$ cat config.mk
export PLATFORM = sky130hd
export DESIGN_NAME = avr_fifo
export DESIGN_NICKNAME = d
export VERILOG_FILES = /design/src/rtl/avr_fifo.sv
export SDC_FILE = /design/constraint.sdc
export NUM_CORES = 1
export LEC_CHECK = 0
export ABC_CLOCK_PERIOD_IN_PS = 1700
export BUFFER_PORTS_ARGS = -buffer_cell sky130_fd_sc_hd__buf_2
export CORE_UTILIZATION = 49
export CTS_CLUSTER_DIAMETER = 40
export CTS_CLUSTER_SIZE = 28
export DETAILED_ROUTE_END_ITERATION = 10
export PLACE_DENSITY = 0.7
export SLEW_MARGIN = 20
export SYNTH_ARGS = -nofsm -noshare
export SYNTH_HDL_FRONTEND = slang
export SYNTH_SLANG_ARGS = --single-unit
$ cat constraint.sdc
create_clock -name clk -period 1.7 [get_ports clk]
set_input_delay 0.34 -clock clk [delete_from_list [all_inputs] [get_ports clk]]
set_output_delay 0.34 -clock clk [all_outputs]
set_load 0.03 [all_outputs]
$ cat src/rtl/avr_fifo.sv
// Small register queue with occupancy count.
`default_nettype none
module avr_fifo #(
	parameter int WIDTH = 8,
	parameter int DEPTH = 4
) (
	input  wire logic             clk,
	input  wire logic             arst_n,
	input  wire logic             push,
	input  wire logic [WIDTH-1:0] wdata,
	output logic                  full,
	input  wire logic             pop,
	output logic [WIDTH-1:0]      rdata,
	output logic                  empty,
	output logic [$clog2(DEPTH+1)-1:0] count
);
	localparam int PTR_W = (DEPTH > 1) ? $clog2(DEPTH) : 1;
	localparam int CNT_W = $clog2(DEPTH+1);

	logic [WIDTH-1:0] mem_q [DEPTH];
	logic [PTR_W-1:0] wr_q, rd_q;
	logic [CNT_W-1:0] cnt_q;
	logic             do_push, do_pop;

	assign full    = (cnt_q == CNT_W'(DEPTH));
	assign empty   = (cnt_q == '0);
	assign count   = cnt_q;
	assign rdata   = mem_q[rd_q];
	assign do_push = push && !full;
	assign do_pop  = pop && !empty;

	always_ff @(posedge clk) begin
		if (do_push) begin
			mem_q[wr_q] <= wdata;
		end
	end

	always_ff @(posedge clk or negedge arst_n) begin
		if (!arst_n) begin
			wr_q  <= '0;
			rd_q  <= '0;
			cnt_q <= '0;
		end else begin
			if (do_push) begin
				wr_q <= (wr_q == PTR_W'(DEPTH-1)) ? '0 : wr_q + 1'b1;
			end
			if (do_pop) begin
				rd_q <= (rd_q == PTR_W'(DEPTH-1)) ? '0 : rd_q + 1'b1;
			end
			if (do_push && !do_pop) begin
				cnt_q <= cnt_q + 1'b1;
			end else if (do_pop && !do_push) begin
				cnt_q <= cnt_q - 1'b1;
			end
		end
	end
endmodule
`default_nettype wire

==> results.toml <==
[timing]
period_share = 1.11
worst_pin_slew_ns = 0.428
rsz0062_at_grt = "true"
whs_ns = 0.207
drv_slew = 0
skew_ns = 0.00539
setup_ws_ns = -0.189
fmax_mhz = 529
relSlewSlack = 0.715
layout_min_cycle_time_ns = 1.89
hold_viol = 0
setup_viol = 10

[synth]
ys_seq_elements = 39
avgSynthCellArea_um2 = 20.5
seq_area_frac_synth = 0.701
yosys.area.top_type = "edfxtp_1"
syn_inst = 79
ys_types = 19
synth_top_area_share = 0.593
synthesis.area_um2 = 1620
yosysWarnings = 0
ys_top_cells_by_area = "edfxtp_1, mux4_2, dfrtp_1"
syn_nets = 98

[die]
die_area_um2 = 3540
ios = 25
core_um2 = 3100
start_util = 0.522
row_count = 20
die_x_um = 59.5
die_h_um = 59.5

[layout]
final_cell_mix = "edfxtp_1, buf_2, buf_4, mux4_2, buf_6"
areaGrowthSynthToFinish_pct = 25.0
final_nets = 137
fin_util = 0.653
diodes = 0
drive_gt1_frac = 0.580
layout_commonest_cell = "edfxtp_1"
final_cells = 163

[detailed_routing]
num_vias = 800
wl_mm = 2.50
final_antenna_net_count = 0
drc_errors = 0
drtIter0Drc = 21
viasPerCell = 4.91
drtPass1Iterations = 4
detail_route.wl_per_cell_um = 15.3

[setup_path]
end_kind = "output port"
critPathLaunchType = "flip-flop"
rr_endpoint = "count[2]"
critPathKind = "flip-flop to output port"
worstPathRequired_ns = 1.36
r2r_cells = 8
worstPathMaxFanout = 5
crit_path_end = "rdata[3]"
worstSetupStartpoint = "rd_q[0]"
reg2reg_from = "count[2]"
cp.arrival_ns = 1.55
rrSetupSlack_ns = -0.08

[job]
maxCapViolCount = 0

[clock_network]
numCtsBuffers = 5
clk_latency_ns = 0.34
cts_sinks = 39
htreeDepth = 2
cts-root-buf = "clkbuf_4"
cts.clk_slew.worst_paths_ns = 0.12
cts_max_path_buffers = 2
tritoncts = "built"

[outcome]
status = "complete, but fails checks"
violations = "negative setup slack"

[hold_path]
hold_class = "input port to flip-flop"

[power_and_ir_drop]
ir_drop_mv = 0.839
powerDensity_nw_per_um2 = 1900
fin_total_pwr_uw = 3850
leakage_uw = 0.000786

[grt]
antenna_found_initial = 0
overflow = 0
grt_usage = 0.162
grt_pass1_wl_mm = 3.86
first_global_vias = 781
grt_max_degree = 14

[placed_design]
dp_hpwl_mm = 1.78
io_buffers = 24
place_congestion = 0.795
placed_cells_incl_taps = 152
pre_cts_ws_ns = -0.142
how the worst min path moves through the flow:
stage              from          end  slack, ns  cells after the start
2_1_floorplan    arst_n     count[0]       0.04                      0
3_3_place_gp     arst_n      wr_q[0]       0.18                      1
3_5_place_dp     arst_n      wr_q[0]       0.18                      1
4_1_cts        wdata[2]  mem_q[2][2]       0.19                      1
5_1_grt        wdata[5]  mem_q[3][5]       0.18                      1
6_report       wdata[5]  mem_q[0][5]       0.21                      1
Yosys cell counts:
cell type  instances
buf_1              1
buf_2              1
nor3b_4            1
fa_1               1
mux4_2             8
ha_1               6
mux2_2             3
xor2_1             2
nor2_1             3
mux2_4             2
nand2b_4           1
xnor2_1            1
nor3_1             1
inv_1              3
and2_2             4
nor2b_2            1
dfrtp_1            7
edfxtp_1          32
buf_6              1
per-layer routing:
layer | share of wire | up-vias | track usage
li1 | - | 378 | -
met1 | 0.43 | 407 | 0.201
met2 | 0.53 | 13 | 0.260
met3 | 0.036 | 2 | 0.0524
met4 | 0.0064 | 0 | 0.0698
met5 | 0 | - | 0
worst max-delay path, cell delays in order (launching register included):
cell,delay (ns)
dfrtp_1,0.38
buf_4,0.15
mux4_2,0.50
buf_4,0.18
power by group:
part / internal [µW] / leakage, µW / switching [µW]
logic: 893 / 0.000368 / 878
registers: 1300 / 0.000372 / 173
clock network: 310 / 0.0000452 / 301
total: 2500 / 0.000786 / 1350
logic make-up after synthesis:
family,Yosys count,share of synthesized area
XOR/XNOR,3,0.0162
adder cells (fa/ha/maj),7,0.0587
buffers and inverters,6,0.0193
flip-flops,39,0.701
multiplexers,13,0.151
AND/OR/NAND/NOR,11,0.0541
flip-flops by register name, indices dropped and copies added, names as in the netlist:
name and flops:
mem_q 32, wr_q 2, rd_q 2, count 3
area by class of cell:
class / count / area (µm²)
flip-flops and latches: 39 / 1140
fillers: 230 / 1080
multi-input cells: 34 / 487
repair buffers: 35 / 251
well taps: 44 / 55.1
clock inverters: 3 / 43.8
clock buffers: 5 / 37.5
inverters: 3 / 11.3
per-stage QoR:
| step | setup TNS, ns | instance area (µm²) |
|---|---|---|
| after floorplan | -0.824 | 1650 |
| after global placement | -0.0928 | 1860 |
| after detailed placement | -0.211 | 1860 |
| after CTS | -1.82 | 2000 |
| after global routing | -2.39 | 2030 |
| final | -1.55 | 2030 |
repair_timing:
action | in CTS | in global routing
buffers inserted | 0 | 2
setup endpoints to repair | 10 | 10
resized for setup | 16 | 4
endpoints found under the hold margin | 7 | 0
hold buffers | 1 | 0
pin swaps | 4 | 2
(Power assumes the default switching activity.)
